$ cat config.mk
export PLATFORM = sky130hd
export DESIGN_NAME = ascii_command_decimal_parser_core
export DESIGN_NICKNAME = d
export VERILOG_FILES = /design/src/design/acdp_pkg.sv /design/src/design/ascii_command_decimal_parser_core.sv
export SDC_FILE = /design/constraint.sdc
export NUM_CORES = 1
export LEC_CHECK = 0
export BUFFER_PORTS_ARGS = -buffer_cell sky130_fd_sc_hd__buf_2
export CORE_MARGIN = 3
export CORE_UTILIZATION = 50
export DETAILED_ROUTE_END_ITERATION = 10
export MAX_ROUTING_LAYER = met4
export PLACE_DENSITY = 0.69
export SLEW_MARGIN = 20
export SYNTH_ARGS = -nofsm -noshare
export SYNTH_HDL_FRONTEND = slang
export SYNTH_SLANG_ARGS = --single-unit
$ cat constraint.sdc
create_clock -name i_clk -period 7.2 [get_ports i_clk]
set_input_delay 0.36 -clock i_clk [delete_from_list [all_inputs] [get_ports i_clk]]
set_output_delay 0.36 -clock i_clk [all_outputs]
set_load 0.02 [all_outputs]
$ cat src/design/acdp_pkg.sv
package acdp_pkg;

    localparam int MAX_LINE_DEF  = 32;
    localparam int FRAC_BITS_DEF = 16;

    localparam logic [7:0] CHAR_CR    = 8'h0D;
    localparam logic [7:0] CHAR_MINUS = 8'h2D;
    localparam logic [7:0] CHAR_DOT   = 8'h2E;
    localparam logic [7:0] CHAR_ZERO  = 8'h30;

    localparam logic [31:0] ACC_LIMIT_MUL = 32'd214748364;
    localparam logic [31:0] ACC_LIMIT_ADD = 32'd2147483640;
    localparam logic [47:0] OUT_MAX       = 48'h7FFF_FFFF_FFFF;

    localparam int POS_W   = 6;
    localparam int ACC_W   = 32;
    localparam int MAX_EXP = 18;
    localparam int EXP_W   = $clog2(MAX_EXP + 1);

    typedef enum logic [2:0] {
        ST_IDLE,
        ST_MUL,
        ST_ADD,
        ST_DIV,
        ST_SUM,
        ST_FIN
    } t_state;

endpackage

$ cat src/design/ascii_command_decimal_parser_core.sv
// channel | direction | handshake                | payload
// input   | in        | i_in_valid / o_in_stall  | i_rx_byte
// output  | out       | o_out_valid / i_out_stall | o_command_byte, o_order_byte,
//         |           |                          | o_parsed_value, o_end_index,
//         |           |                          | o_line_too_long
// a digit byte passes through limit check and times ten, then limit check and add,
// and skips the add when the first limit check stops it
// a carriage return runs the divide-by-ten unit once per fraction digit (at most 18),
// over ceil((32 + FRAC_BITS) / 8) chunks each: the unit retires 8 quotient bits a cycle
// a held result does not block parsing; a second result waits while the first is stalled
// synchronous active-low reset clears the line state and the output valid
module ascii_command_decimal_parser_core
    import acdp_pkg::*;
#(
    parameter int MAX_LINE  = MAX_LINE_DEF,
    parameter int FRAC_BITS = FRAC_BITS_DEF
) (
    input  logic               i_clk,
    input  logic               i_rst_n,
    input  logic               i_in_valid,
    output logic               o_in_stall,
    input  logic [7:0]         i_rx_byte,
    output logic               o_out_valid,
    input  logic               i_out_stall,
    output logic [7:0]         o_command_byte,
    output logic [7:0]         o_order_byte,
    output logic signed [47:0] o_parsed_value,
    output logic [5:0]         o_end_index,
    output logic               o_line_too_long
);

    localparam int MAG_W   = ACC_W + FRAC_BITS;
    localparam int NCHUNK  = (MAG_W + 7) / 8;
    localparam int DIV_W   = NCHUNK * 8;
    localparam int CHUNK_W = $clog2(NCHUNK);
    localparam int SUM_RAW = ACC_W + FRAC_BITS + 2;
    localparam int TOT_W   = (SUM_RAW > 49) ? SUM_RAW : 49;
    localparam logic [POS_W-1:0] MAX_POS = POS_W'(MAX_LINE);
    localparam logic [CHUNK_W-1:0] LAST_CHUNK = CHUNK_W'(NCHUNK - 1);
    localparam logic signed [TOT_W-1:0] SAT_HI = TOT_W'(OUT_MAX);
    localparam logic signed [TOT_W-1:0] SAT_LO = -SAT_HI;

    t_state r_state, n_state;

    logic [POS_W-1:0]   r_byte_position;
    logic [7:0]         r_command_hold;
    logic [7:0]         r_order_hold;
    logic               r_negative_seen;
    logic [POS_W-1:0]   r_fraction_start;
    logic [ACC_W-1:0]   r_integer_accum;
    logic [ACC_W-1:0]   r_fraction_accum;
    logic               r_stopped_flag;
    logic [POS_W-1:0]   r_stop_position;
    logic               r_overlong_flag;

    logic               r_sel_frac;
    logic [8:0]         r_digit;
    logic [POS_W-1:0]   r_end;
    logic [EXP_W-1:0]   r_exp;
    logic [CHUNK_W-1:0] r_chunk;
    logic [3:0]         r_rem;
    logic [DIV_W-1:0]   r_div;
    logic signed [TOT_W-1:0] r_total;

    logic               r_out_valid;
    logic [7:0]         r_out_command;
    logic [7:0]         r_out_order;
    logic [47:0]        r_out_value;
    logic [5:0]         r_out_end;
    logic               r_out_long;

    logic               in_fire;
    logic               out_free;
    logic               is_cr;
    logic               frac_ok;
    logic [POS_W-1:0]   end_v;
    logic [POS_W-1:0]   exp_v;
    logic [ACC_W-1:0]   frac_abs;
    logic [DIV_W-1:0]   mag;
    logic [ACC_W-1:0]   acc_cur;
    logic [ACC_W-1:0]   acc_x10;
    logic [ACC_W-1:0]   acc_sum;
    logic               lim_mul;
    logic               lim_add;
    logic [7:0]         q_bits;
    logic [3:0]         rem_next;
    logic signed [TOT_W-1:0] int_part;
    logic signed [TOT_W-1:0] quo_s;
    logic signed [TOT_W-1:0] tot_neg;
    logic signed [TOT_W-1:0] tot_sat;

    assign in_fire  = i_in_valid && !o_in_stall;
    assign out_free = !r_out_valid || !i_out_stall;
    assign is_cr    = (i_rx_byte == CHAR_CR) && (r_byte_position >= POS_W'(2));
    assign end_v    = r_stopped_flag ? r_stop_position : r_byte_position;
    assign exp_v    = end_v - r_fraction_start;
    assign frac_ok  = (r_fraction_start != '0) && (end_v >= r_fraction_start)
                      && (exp_v <= POS_W'(MAX_EXP));
    assign frac_abs = r_fraction_accum[ACC_W-1] ? (~r_fraction_accum + 1'b1)
                                                : r_fraction_accum;
    assign mag      = DIV_W'(frac_abs) << FRAC_BITS;

    assign acc_cur  = r_sel_frac ? r_fraction_accum : r_integer_accum;
    assign acc_x10  = (acc_cur << 3) + (acc_cur << 1);
    assign acc_sum  = acc_cur + {{(ACC_W-9){r_digit[8]}}, r_digit};
    assign lim_mul  = $signed(acc_cur) >= $signed(ACC_LIMIT_MUL);
    assign lim_add  = $signed(acc_cur) >= $signed(ACC_LIMIT_ADD);

    // divide by ten, eight quotient bits per cycle
    always_comb begin
        logic [3:0] rem;
        logic [4:0] t;
        rem = r_rem;
        q_bits = '0;
        for (int i = 0; i < 8; i++) begin
            t = {rem, r_div[DIV_W-1-i]};
            if (t >= 5'd10) begin
                q_bits[7-i] = 1'b1;
                t = t - 5'd10;
            end
            rem = t[3:0];
        end
        rem_next = rem;
    end

    assign int_part = $signed({{(TOT_W-ACC_W){r_integer_accum[ACC_W-1]}}, r_integer_accum})
                      <<< FRAC_BITS;
    assign quo_s    = r_fraction_accum[ACC_W-1]
                      ? -$signed(TOT_W'(r_div[MAG_W-1:0]))
                      :  $signed(TOT_W'(r_div[MAG_W-1:0]));
    assign tot_neg  = r_negative_seen ? -r_total : r_total;
    assign tot_sat  = (tot_neg > SAT_HI) ? SAT_HI : ((tot_neg < SAT_LO) ? SAT_LO : tot_neg);

    always_comb begin
        n_state = r_state;
        case (r_state)
            ST_IDLE: begin
                if (in_fire) begin
                    if (is_cr) begin
                        n_state = (frac_ok && exp_v != '0) ? ST_DIV : ST_SUM;
                    end else if (r_byte_position < MAX_POS
                                 && r_byte_position >= POS_W'(2) && !r_stopped_flag
                                 && i_rx_byte != CHAR_MINUS && i_rx_byte != CHAR_DOT) begin
                        n_state = ST_MUL;
                    end
                end
            end
            ST_MUL: begin
                n_state = lim_mul ? ST_IDLE : ST_ADD;
            end
            ST_ADD: begin
                n_state = ST_IDLE;
            end
            ST_DIV: begin
                if (r_chunk == LAST_CHUNK && r_exp == EXP_W'(1)) begin
                    n_state = ST_SUM;
                end
            end
            ST_SUM: begin
                n_state = ST_FIN;
            end
            ST_FIN: begin
                if (out_free) begin
                    n_state = ST_IDLE;
                end
            end
            default: begin
                n_state = ST_IDLE;
            end
        endcase
    end

    always_comb begin
        o_in_stall = (r_state != ST_IDLE);
    end

    always_ff @(posedge i_clk) begin
        if (!i_rst_n) begin
            r_state <= ST_IDLE;
        end else begin
            r_state <= n_state;
        end
    end

    always_ff @(posedge i_clk) begin
        if (!i_rst_n) begin
            r_byte_position  <= '0;
            r_command_hold   <= '0;
            r_order_hold     <= '0;
            r_negative_seen  <= 1'b0;
            r_fraction_start <= '0;
            r_integer_accum  <= '0;
            r_fraction_accum <= '0;
            r_stopped_flag   <= 1'b0;
            r_stop_position  <= '0;
            r_overlong_flag  <= 1'b0;
        end else begin
            case (r_state)
                ST_IDLE: begin
                    if (in_fire && !is_cr) begin
                        if (r_byte_position >= MAX_POS) begin
                            r_overlong_flag <= 1'b1;
                        end else begin
                            r_byte_position <= r_byte_position + 1'b1;
                            if (r_byte_position == POS_W'(0)) begin
                                r_command_hold <= i_rx_byte;
                            end else if (r_byte_position == POS_W'(1)) begin
                                r_order_hold <= i_rx_byte;
                            end else if (!r_stopped_flag) begin
                                if (i_rx_byte == CHAR_MINUS) begin
                                    r_negative_seen <= 1'b1;
                                end else if (i_rx_byte == CHAR_DOT) begin
                                    r_fraction_start <= r_byte_position + 1'b1;
                                end
                            end
                        end
                    end
                end
                ST_MUL: begin
                    if (lim_mul) begin
                        r_stopped_flag  <= 1'b1;
                        r_stop_position <= r_byte_position - 1'b1;
                    end else if (r_sel_frac) begin
                        r_fraction_accum <= acc_x10;
                    end else begin
                        r_integer_accum <= acc_x10;
                    end
                end
                ST_ADD: begin
                    if (lim_add) begin
                        r_stopped_flag  <= 1'b1;
                        r_stop_position <= r_byte_position - 1'b1;
                    end else if (r_sel_frac) begin
                        r_fraction_accum <= acc_sum;
                    end else begin
                        r_integer_accum <= acc_sum;
                    end
                end
                ST_FIN: begin
                    if (out_free) begin
                        r_byte_position  <= '0;
                        r_command_hold   <= '0;
                        r_order_hold     <= '0;
                        r_negative_seen  <= 1'b0;
                        r_fraction_start <= '0;
                        r_integer_accum  <= '0;
                        r_fraction_accum <= '0;
                        r_stopped_flag   <= 1'b0;
                        r_stop_position  <= '0;
                        r_overlong_flag  <= 1'b0;
                    end
                end
                default: begin
                end
            endcase
        end
    end

    always_ff @(posedge i_clk) begin
        case (r_state)
            ST_IDLE: begin
                r_sel_frac <= (r_fraction_start != '0);
                r_digit    <= {1'b0, i_rx_byte} - {1'b0, CHAR_ZERO};
                r_end      <= end_v;
                r_exp      <= frac_ok ? exp_v[EXP_W-1:0] : '0;
                r_div      <= frac_ok ? mag : '0;
                r_chunk    <= '0;
                r_rem      <= '0;
            end
            ST_DIV: begin
                r_div <= {r_div[DIV_W-9:0], q_bits};
                if (r_chunk == LAST_CHUNK) begin
                    r_chunk <= '0;
                    r_rem   <= '0;
                    r_exp   <= r_exp - 1'b1;
                end else begin
                    r_chunk <= r_chunk + 1'b1;
                    r_rem   <= rem_next;
                end
            end
            ST_SUM: begin
                r_total <= int_part + quo_s;
            end
            default: begin
            end
        endcase
    end

    always_ff @(posedge i_clk) begin
        if (!i_rst_n) begin
            r_out_valid <= 1'b0;
        end else if (r_state == ST_FIN && out_free) begin
            r_out_valid <= 1'b1;
        end else if (!i_out_stall) begin
            r_out_valid <= 1'b0;
        end
    end

    always_ff @(posedge i_clk) begin
        if (r_state == ST_FIN && out_free) begin
            r_out_command <= r_command_hold;
            r_out_order   <= r_order_hold;
            r_out_value   <= tot_sat[47:0];
            r_out_end     <= r_end;
            r_out_long    <= r_overlong_flag;
        end
    end

    assign o_out_valid     = r_out_valid;
    assign o_command_byte  = r_out_command;
    assign o_order_byte    = r_out_order;
    assign o_parsed_value  = $signed(r_out_value);
    assign o_end_index     = r_out_end;
    assign o_line_too_long = r_out_long;

`ifndef SYNTHESIS
    a_out_from_fin: assert property (@(posedge i_clk) disable iff (!i_rst_n)
        $rose(o_out_valid) |-> $past(r_state == ST_FIN))
        else $error("result raised outside finish step");

    a_pos_bound: assert property (@(posedge i_clk) disable iff (!i_rst_n)
        r_byte_position <= MAX_POS)
        else $error("byte position beyond line limit");

    a_div_exp: assert property (@(posedge i_clk) disable iff (!i_rst_n)
        r_state == ST_DIV |-> r_exp != '0)
        else $error("divide loop with no digits left");

    a_stop_pos: assert property (@(posedge i_clk) disable iff (!i_rst_n)
        r_stopped_flag |-> r_stop_position >= POS_W'(2))
        else $error("stop inside command or order byte");
`endif

endmodule

; After elaboration in Yosys (flattened, before gate mapping)
; Cells that the tools add are included.
[word_totals]
regBits = 302
out_inout_bits = 73
[op_classes]
n_reduce_logical = 38
eq_ne = 38
bitwise = 1
muxes = 91
order_cmp = 17
n_addsub = 20
[ops]
columns = operator, n
row1 = 2-to-1 mux 32 bit, 11
row2 = one-hot mux 32 bit (3 select lines), 2
row3 = 2-to-1 mux 50 bit, 2
row4 = 2-to-1 mux 48 bit, 2
row5 = one-hot mux 48 bit (2 select lines), 1
row6 = 2-to-1 mux 6 bit, 13
row7 = adder 32 bit, 2
row8 = 2-to-1 mux 8 bit, 8
row9 = adder 48 x 50 -> 50 bit, 1
row10 = "greater-than comparator 50 x 48 -> 1 bit, second input constant", 1
row11 = "less-than comparator 50 x 48 -> 1 bit, second input constant", 1
row12 = negator 48 -> 50 bit, 1
row13 = negator 50 bit, 1
row14 = "inequality test 2 bit, second input constant", 23
row15 = ">= comparator 5 x 4 -> 1 bit, second input constant", 8
row16 = 2-to-1 mux 4 bit, 9
row17 = "adder 32 x 1 -> 32 bit, second input constant", 1
row18 = ">= comparator 32 x 29 -> 1 bit, second input constant", 1
row19 = ">= comparator 32 bit, second input constant", 1
row20 = NOT 32 bit, 1
row21 = one-hot mux 8 bit (2 select lines), 2
row22 = "subtractor 4 bit, second input constant", 8
row23 = one-hot mux 6 bit (2 select lines), 2
row24 = 2-to-1 mux 1 bit, 21
row25 = 46 further kinds, 82

; Logic depth before layout (Yosys ltp)
; Gate-level depths: netlist of run 1.
[logic_depth]
word_depth = 18
ltp_mapped = 43
mapped_depth_nobuf = 42

; Worst setup path before layout of run 1
; No wires, ideal clock.
[synth_path]
kind = register to register
from = reg r_rem[0]
to = reg r_rem[3], data pin
setup_time_ps = 141
path_stages_with_launch = 43
setup_slack_ps = -509
t_required_ps = 7059
arrival_ps = 7567
path_cell_list = edfxtp_1 inv_1 ha_1 inv_1 o31a_1 a21oi_1 inv_1 ha_1 clkbuf_2 or3b_1 a31o_1 and2_4 o22ai_1 inv_1 ha_1 inv_1 a211o_2 o221a_2 [... 7 more ...] inv_1 a21oi_1 nor2_1 a31oi_1 ha_1 nor2_1 a2bb2oi_1 nor3b_1 a311oi_1 inv_1 ha_1 inv_1 a21boi_0 a21boi_0 o21ai_0 ha_1 or3b_1 a21oi_2
[synth_via]
elab_chain_cells = 18
word_cells_on_any_way = 26
[synth_lines]
columns = element, line_no
row1 = from (decl), ascii_command_decimal_parser_core.sv:61  ; logic [3:0] r_rem;
row2 = from (signal assigned), ascii_command_decimal_parser_core.sv:278  ; r_rem <= rem_next;
row3 = subtractor 4 bit / >= comparator 5 x 4 -> 1 bit (equally long branches), "ascii_command_decimal_parser_core.sv:119, ascii_command_decimal_parser_core.sv:117"
row4 = 2-to-1 mux 4 bit *, ascii_command_decimal_parser_core.sv:117  ; if (t >= 5'd10) begin
row5 = subtractor 4 bit / >= comparator 5 x 4 -> 1 bit (equally long branches), "ascii_command_decimal_parser_core.sv:119, ascii_command_decimal_parser_core.sv:117"
row6 = 2-to-1 mux 4 bit *, ascii_command_decimal_parser_core.sv:117
row7 = subtractor 4 bit / >= comparator 5 x 4 -> 1 bit (equally long branches), "ascii_command_decimal_parser_core.sv:119, ascii_command_decimal_parser_core.sv:117"
row8 = 2-to-1 mux 4 bit *, ascii_command_decimal_parser_core.sv:117
row9 = >= comparator 5 x 4 -> 1 bit / subtractor 4 bit (equally long branches), "ascii_command_decimal_parser_core.sv:117, ascii_command_decimal_parser_core.sv:119"
row10 = 2-to-1 mux 4 bit *, ascii_command_decimal_parser_core.sv:117
row11 = [... 2 more ...], n/a
row12 = subtractor 4 bit / >= comparator 5 x 4 -> 1 bit (equally long branches), "ascii_command_decimal_parser_core.sv:119, ascii_command_decimal_parser_core.sv:117"
row13 = 2-to-1 mux 4 bit *, ascii_command_decimal_parser_core.sv:117
row14 = >= comparator 5 x 4 -> 1 bit / subtractor 4 bit (equally long branches), "ascii_command_decimal_parser_core.sv:117, ascii_command_decimal_parser_core.sv:119"
row15 = 2-to-1 mux 4 bit *, ascii_command_decimal_parser_core.sv:117
row16 = subtractor 4 bit / >= comparator 5 x 4 -> 1 bit (equally long branches), "ascii_command_decimal_parser_core.sv:119, ascii_command_decimal_parser_core.sv:117"
row17 = 2-to-1 mux 4 bit *, ascii_command_decimal_parser_core.sv:117
row18 = 2-to-1 mux 4 bit *, ascii_command_decimal_parser_core.sv:272  ; if (r_chunk == LAST_CHUNK) begin
row19 = one-hot mux 4 bit (2 select lines) *, ascii_command_decimal_parser_core.sv:260  ; case (r_state)
; Mark *: on every way between the ends. The rest lies on a longest branch, timed or not.
; A chain may end at the register's enable or synchronous reset.

; Worst setup path in the final report of run 1
[layout_path]
from = reg r_rem[2]
to = reg r_rem[3], data pin
[layout_via]
elab_chain_cells = 18
word_cells_on_any_way = 26
[layout_lines]
columns = element, line_no
row1 = subtractor 4 bit / >= comparator 5 x 4 -> 1 bit (equally long branches), "ascii_command_decimal_parser_core.sv:119, ascii_command_decimal_parser_core.sv:117"
row2 = 2-to-1 mux 4 bit *, ascii_command_decimal_parser_core.sv:117
row3 = >= comparator 5 x 4 -> 1 bit / subtractor 4 bit (equally long branches), "ascii_command_decimal_parser_core.sv:117, ascii_command_decimal_parser_core.sv:119"
row4 = 2-to-1 mux 4 bit *, ascii_command_decimal_parser_core.sv:117
row5 = subtractor 4 bit / >= comparator 5 x 4 -> 1 bit (equally long branches), "ascii_command_decimal_parser_core.sv:119, ascii_command_decimal_parser_core.sv:117"
row6 = 2-to-1 mux 4 bit *, ascii_command_decimal_parser_core.sv:117
row7 = subtractor 4 bit / >= comparator 5 x 4 -> 1 bit (equally long branches), "ascii_command_decimal_parser_core.sv:119, ascii_command_decimal_parser_core.sv:117"
row8 = 2-to-1 mux 4 bit *, ascii_command_decimal_parser_core.sv:117
row9 = [... 2 more ...], n/a
row10 = >= comparator 5 x 4 -> 1 bit / subtractor 4 bit (equally long branches), "ascii_command_decimal_parser_core.sv:117, ascii_command_decimal_parser_core.sv:119"
row11 = 2-to-1 mux 4 bit *, ascii_command_decimal_parser_core.sv:117
row12 = subtractor 4 bit / >= comparator 5 x 4 -> 1 bit (equally long branches), "ascii_command_decimal_parser_core.sv:119, ascii_command_decimal_parser_core.sv:117"
row13 = 2-to-1 mux 4 bit *, ascii_command_decimal_parser_core.sv:117
row14 = subtractor 4 bit / >= comparator 5 x 4 -> 1 bit (equally long branches), "ascii_command_decimal_parser_core.sv:119, ascii_command_decimal_parser_core.sv:117"
row15 = 2-to-1 mux 4 bit *, ascii_command_decimal_parser_core.sv:117
row16 = 2-to-1 mux 4 bit *, ascii_command_decimal_parser_core.sv:272
row17 = one-hot mux 4 bit (2 select lines) *, ascii_command_decimal_parser_core.sv:260
; Marks and branches as above.

==> results by group, run 1 <==
Floorplanning
  – FP Rows: 73
  – Initial Util: 51.35%
  – Die Ht: 209.4 microns
  – Die X: 209.4 microns
  – Die Area: 43850 sq um
  – Top-level I/O count: 85
  – Core region area: 40280 sq um

Global routing
  – Total grt overflow: 0
  – Vias in the first global route: 15860
  – GRT Resource Usage Total: 23.10%
  – First-pass GRT wire length: 82230 microns
  – Largest net degree at the start of global routing: 89
  – Initial antenna violation count: 1

Layout
  – Layout net count: 2414
  – Fin cells: 2830
  – Finished Cell Area: 23110 sq um
  – Fill cells: 3478
  – Area Growth Syn to Fin: 11.70%
  – Share of cells above drive strength 1: 12.76%
  – Finished Core Util: 57.36%

Synth
  – Register area share after synthesis: 38.76%
  – Synth Flop Type: edfxtp_1
  – Mean post-synth cell area: 9.360 sq um
  – Post-Syn Area: 20680 sq um
  – Syn_nets: 2347
  – Yosys warning total: 0
  – Simple-gate share of the synthesized area: 15.44%
  – Count of flip-flops with a built-in enable after synthesis: 197
  – Synth Area in Compound Gates: 19.64%
  – Post-synthesis mux area share: 5.583%
  – Count of cell types in the netlist: 92
  – Post-synth ARST share: 0%
  – XOR/XNOR share of the synthesized area: 9.442%
  – Syn Inst Count: 2210
  – Post-Synth Adder-Cell Area: 7.706%
  – FF+latch count, synth: 302
  – Largest family of logic cells by synthesized area: compound AO/OA/AOI/OAI gates

STA
  – Final setup fails: 0
  – Hold Violations, Final: 0
  – Pins Over Slew Limit: 0
  – Setup Skew: 0.01925 ns
  – Slew margin rel.: 32.92%
  – Worst Max-Slew Pin Slew: 1.006 ns
  – Worst Hold Slack: 0.05230 ns
  – TNS Setup: 0 ns
  – Maximum clock rate: 142.9 MHz
  – Final period util: 97.22%
  – Tmin final: 7.000 ns
  – PnR worst setup slack: 0.2001 ns

Critical path
  – CP max-delay cell: edfxtp_1
  – Worst Reg-to-Reg Cells: 37
  – Setup crit end kind: flop
  – Worst Setup Start Kind: flop
  – CP max stage delay: 0.47 ns
  – Critical path type: reg2reg
  – Critical Path RT: 7.57 ns
  – Worst path arrival time: 7.37 ns
  – R2r setup slk: 0.20 ns
  – RR Endpoint: r_rem[3]
  – R2R Path Start: r_rem[2]
  – Crit Path Max Fanout: 8
  – Most used cell, CP: a21oi_2

Clock tree
  – H-tree levels: 2
  – Clock Latency Late Sink: 0.53 ns
  – Clock buffer depth: 3
  – Sinks on Clock Net: 302
  – Clock transition at the registers of the reported paths: 0.06 ns
  – Root buf cell: clkbuf_16
  – CTS buffer count: 35
  – CTS tree: yes

Routing
  – Pre-antenna DRT Iters: 5
  – DRT antenna net count: 0
  – Final WL: 50990 microns
  – Wire per inst: 18.02 microns
  – Avg Vias per Cell: 5.943
  – Vias: 16820
  – Remaining DRCs: 0
  – Initial DRC count: 1090

Pwr
  – Lkg Pwr: 8.850 nW
  – Total power: 11.61 mW
  – Power per Cell Area: 502.4 nW/um^2
  – Max VDD drop: 645.8 uV

Placement
  – Post-DP Area: 21650 sq um
  – Routability cong.: 0.9090
  – Placed cell count: 2748
  – Worst slack, placed: -0.2715 ns
  – # port buffers: 84
  – DP Wirelength: 37770 microns

Min path
  – Hold endpoint: r_digit[2]
  – HP Class: in2reg
  – Hold_sp: i_rx_byte[2]
  – WHS Path Cells: 1

Run
  – Max-Cap Viols: 0

Run status
  – Status: finished clean
## worst max-delay path, delay by kind of cell, from the launching register on
kind	cells	cell delay, ns
compound gates	16	2.74
simple gates	7	1.60
fa+ha+maj	6	1.21
buf+inv	8	0.82
flops	1	0.47
## area by class of cell
type,count,area [sq um],share of cell area (%)
clock buffers,47,972.2,4.208
diodes,1,2.502,0.01083
repair buffers,134,795.8,3.444
multi-input cells,1725,12210,52.85
inverters,79,299.0,1.294
flip-flops and latches,302,8020,34.71
well taps,525,656.9,2.843
clock inverters,17,147.6,0.6390
## synthesized netlist by cell type (all sizes together) (11+ instances only)
master | instances | area, sq um
edfxtp | 197 | 5916
nor2 | 192 | 723.2
o21ai | 176 | 880.9
nand2 | 156 | 585.6
xnor2 | 126 | 1104
a21oi | 123 | 619.4
ha | 121 | 1514
dfxtp | 105 | 2102
xor2 | 97 | 849.6
clkbuf | 92 | 347.8
mux2i | 82 | 824.5
inv | 78 | 292.8
o31ai | 71 | 533.0
nand3 | 43 | 215.2
a21o | 37 | 277.8
or3 | 36 | 225.2
nand2b | 33 | 206.5
nor3 | 32 | 160.2
mux2 | 29 | 330.3
and2 | 25 | 158.9
nor2b | 23 | 143.9
a211oi | 22 | 177.7
or4 | 22 | 165.2
o21a | 21 | 157.7
o22ai | 20 | 125.1
o41ai | 18 | 157.7
or2 | 17 | 106.4
a22o | 15 | 131.4
nand4 | 14 | 87.58
nor4 | 13 | 81.33
buf | 12 | 65.06
o21bai | 12 | 90.09
o32ai | 11 | 103.9
## placed cells by master (no fill, tap or decap), types with 18 or more instances in the layout
master | Yosys | final
o21a_1 | 21 | 21
nor2_1 | 191 | 190
xnor2_1 | 126 | 126
dfxtp_1 | 105 | 103
clkbuf_16 | 0 | 36
nand2_1 | 156 | 153
nor2b_1 | 23 | 22
o21ai_0 | 174 | 172
inv_1 | 77 | 68
a21o_1 | 37 | 37
and2_1 | 24 | 23
buf_4 | 0 | 50
nand3_1 | 43 | 42
ha_1 | 121 | 113
o31ai_1 | 71 | 71
or3_1 | 36 | 35
or4_1 | 22 | 22
xor2_1 | 97 | 97
buf_2 | 4 | 84
nor3_1 | 32 | 32
o22ai_1 | 20 | 18
a211oi_1 | 21 | 21
mux2i_1 | 81 | 81
mux2_2 | 28 | 28
edfxtp_1 | 197 | 197
a21oi_1 | 122 | 119
nand2b_1 | 33 | 33
## layer usage
metal | share of wire (%) | global-route usage [%]
met1 | 47 | 32.56
met2 | 44 | 34.66
met3 | 5.6 | 3.064
met4 | 3.2 | 7.483
met5 | 0 | -
## sequential cells by signal (all words and copies together), names as in the netlist, 8 cells and up
register and count:
r_total 50, o_parsed_value 48, r_div 48, r_fraction_accum 32, r_integer_accum 32, r_digit 9, o_command_byte 8, o_order_byte 8
r_command_hold 8, r_order_hold 8
## kinds of logic (layout without fill, tap and decap cells)
| kind of cell | Yosys count | after routing |
|---|---|---|
| other | 0 | 1 |
| AND/OR/NAND/NOR | 648 | 648 |
| AO/OA/AOI/OAI | 618 | 618 |
| flip-flops | 302 | 302 |
| XOR/XNOR | 223 | 223 |
| adder cells (fa/ha/maj) | 125 | 125 |
| multiplexers | 111 | 111 |
| buffers and inverters | 183 | 277 |
## worst max path at each step
| stage | cells after the start | end | startpoint |
|---|---|---|---|
| after floorplan | 42 | r_rem[3] | r_rem[0] |
| after global placement | 40 | r_rem[3] | r_rem[0] |
| after detailed placement | 42 | r_rem[2] | r_rem[0] |
| after CTS | 42 | r_rem[2] | r_rem[0] |
| after global routing | 39 | r_rem[2] | r_rem[2] |
| final | 37 | r_rem[3] | r_rem[2] |
## what timing repair did
item / CTS / global route
endpoints found under the setup margin: 4 / 4
cloned: 0 / 0
resized for setup: 7 / 39
buffers inserted: 2 / 15
hold buffers: 0 / 0
pin swaps: 3 / 22
## where the power goes
| group | leakage [nW] | switching [mW] | total [mW] | internal, mW |
|---|---|---|---|---|
| clock | 0.542 | 0.707 | 1.73 | 1.03 |
| combinational | 5.52 | 3.98 | 7.19 | 3.21 |
| sequential | 2.79 | 0.372 | 2.69 | 2.32 |
Note: power is estimated with default switching activity, not from simulation.
==> run 2, diff against run 1 <==
--- a/config.mk
+++ b/config.mk
@@ -5,7 +5,7 @@
 export SDC_FILE = /design/constraint.sdc
 export NUM_CORES = 1
 export LEC_CHECK = 0
-export BUFFER_PORTS_ARGS = -buffer_cell sky130_fd_sc_hd__buf_2
+export BUFFER_PORTS_ARGS = -buffer_cell sky130_fd_sc_hd__clkbuf_2
 export CORE_MARGIN = 3
 export CORE_UTILIZATION = 50
 export DETAILED_ROUTE_END_ITERATION = 10
==> run 2 against run 1 <==
Effect of this change:
- sequential share of layout area is 0.14 points higher
- combinational power is 8.2% lower
- critical path depth is 1 higher
- hold slack better by 0.0017 ns
- global-route usage is 0.47 points lower
- setup slack better by 0.086 ns
- die area stayed put
- clock skew is 0.0031 ns higher
- final area is 0.40% lower
- wire length is 2.0% lower
- final cell count is 0.14% lower
- critical path type unchanged
- largest cell class unchanged
==> results by group, run 2 (synthesis gave the netlist of run 1 again) <==
Run status
  – Status: finished clean

Run
  – Max-Cap Viols: 0

Critical path
  – R2r setup slk: 0.29 ns
  – CP max-delay cell: edfxtp_1
  – Setup crit end kind: flop
  – Worst Reg-to-Reg Cells: 38
  – Crit Path Max Fanout: 5
  – RR Endpoint: r_rem[3]
  – R2R Path Start: r_rem[1]
  – Critical Path RT: 7.56 ns
  – Worst path arrival time: 7.28 ns
  – Critical path type: reg2reg
  – CP max stage delay: 0.39 ns
  – Most used cell, CP: ha_4
  – Worst Setup Start Kind: flop

STA
  – Final period util: 96.03%
  – Setup Skew: 0.02240 ns
  – Maximum clock rate: 144.6 MHz
  – Slew margin rel.: 25.93%
  – Worst Hold Slack: 0.05399 ns
  – Worst Max-Slew Pin Slew: 1.111 ns
  – Tmin final: 6.914 ns
  – Hold Violations, Final: 0
  – TNS Setup: 0 ns
  – Pins Over Slew Limit: 0
  – Final setup fails: 0

Routing
  – Avg Vias per Cell: 5.916
  – Pre-antenna DRT Iters: 5
  – Initial DRC count: 1256
  – DRT antenna net count: 0
  – Remaining DRCs: 0
  – Wire per inst: 17.68 microns
  – Final WL: 49950 microns
  – Vias: 16720

Layout
  – Finished Cell Area: 23010 sq um
  – Share of cells above drive strength 1: 12.35%
  – Layout net count: 2412
  – Max reg flops: 50
  – Most common cell after layout, fill and taps aside: edfxtp_1
  – Most frequent cells in the layout: 197 x edfxtp_1, 191 x nor2_1, 172 x o21ai_0, 153 x nand2_1, 126 x xnor2_1
  – Largest reg by FF count: r_total
  – Footprint of the multi-input gates: 12110 sq um
  – Finished Core Util: 57.13%
  – Area Growth Syn to Fin: 11.26%
  – Reg area: 8020 sq um
  – Fin cells: 2826
  – Fill cells: 3457

Global routing
  – Largest net degree at the start of global routing: 90
  – Total grt overflow: 0
  – First-pass GRT wire length: 80870 microns
  – Initial antenna violation count: 1
  – Vias in the first global route: 15790
  – GRT Resource Usage Total: 22.63%

Pwr
  – Lkg Pwr: 8.864 nW
  – Max VDD drop: 435.9 uV
  – Power per Cell Area: 479.1 nW/um^2

Placement
  – # port buffers: 84
  – Placed cell count: 2751
  – Post-DP Area: 21670 sq um
  – Routability cong.: 0.8923
  – DP Wirelength: 37500 microns

Floorplanning
  – Core region area: 40280 sq um
  – FP Rows: 73
  – Die Ht: 209.4 microns
  – Die X: 209.4 microns
  – Initial Util: 51.35%
  – Top-level I/O count: 85
  – Die Area: 43850 sq um

Min path
  – HP Class: in2reg
  – Hold_sp: i_rx_byte[3]
  – Hold endpoint: r_digit[3]
  – WHS Path Cells: 1

Clock tree
  – Clock transition at the registers of the reported paths: 0.06 ns
  – Clock buffer depth: 3
  – Root buf cell: clkbuf_16
  – H-tree levels: 2
  – # hold bufs at CTS: 0
  – Clock Latency Late Sink: 0.52 ns
  – CTS buffer count: 34
  – CTS tree: yes
  – Sinks on Clock Net: 302
[run 2: changes by cell type in the layout (fill, tap and decap cells not counted), moves of 3 or more]
cell      change
buf_2        -84
clkbuf_1      -3
clkbuf_2     +84
clkinv_2      +3
inv_6         -3
[run 2: metrics by stage]
| stage | worst slack (ns) | total power [mW] |
|---|---|---|
| after global routing | -0.08213 | 11.84 |
| after floorplan | 0.01966 | 7.154 |
| final | 0.2857 | 11.02 |
| after global placement | 0.05629 | 8.434 |
| after CTS | 0.01239 | 10.48 |
| after detailed placement | -0.1814 | 8.638 |
[run 2: worst max-delay path by stage]
stage | start | to | slack (ns) | cells past startpoint
global placement | r_rem[0] | r_rem[3] | 0.06 | 40
detailed placement | r_rem[0] | r_rem[3] | -0.18 | 40
finish | r_rem[1] | r_rem[3] | 0.29 | 38
CTS | r_rem[0] | r_rem[3] | 0.01 | 40
floorplan | r_rem[0] | r_rem[3] | 0.02 | 42
global route | r_rem[1] | r_rem[2] | -0.08 | 42
[run 2: final cells by class]
type | count | share of cell area [%]
clock inverters | 16 | 0.6959
repair buffers | 133 | 3.425
well taps | 525 | 2.854
inverters | 79 | 1.299
clock buffers | 45 | 4.235
flip-flops and latches | 302 | 34.85
diodes | 1 | 0.01087
multi-input cells | 1725 | 52.63
[run 2: metal layers]
layer | GRT usage [%] | share of wire, %
met1 | 31.90 | 48
met2 | 34.48 | 44
met3 | 3.034 | 5.1
met4 | 6.143 | 2.5
met5 | - | 0
[run 2: timing repair]
action                                  CTS  global route
endpoints found under the setup margin    4             4
gates resized for setup                   3            27
setup buffers                             2            11
pin swaps                                 3            15
[run 2: worst max-delay path, delay by kind of cell, from the launching register on]
family	cells	cell delay, ns
buf+inv	7	0.61
compound gates	16	2.60
simple gates	8	1.75
flops	1	0.39
fa+ha+maj	7	1.41
[run 2: power breakdown]
part           leakage, nW  switching, mW  internal, mW
Clock                0.559          0.681          1.06
Combinational         5.51           3.71          2.89
Sequential            2.79          0.366          2.32
Total                 8.86           4.76          6.27
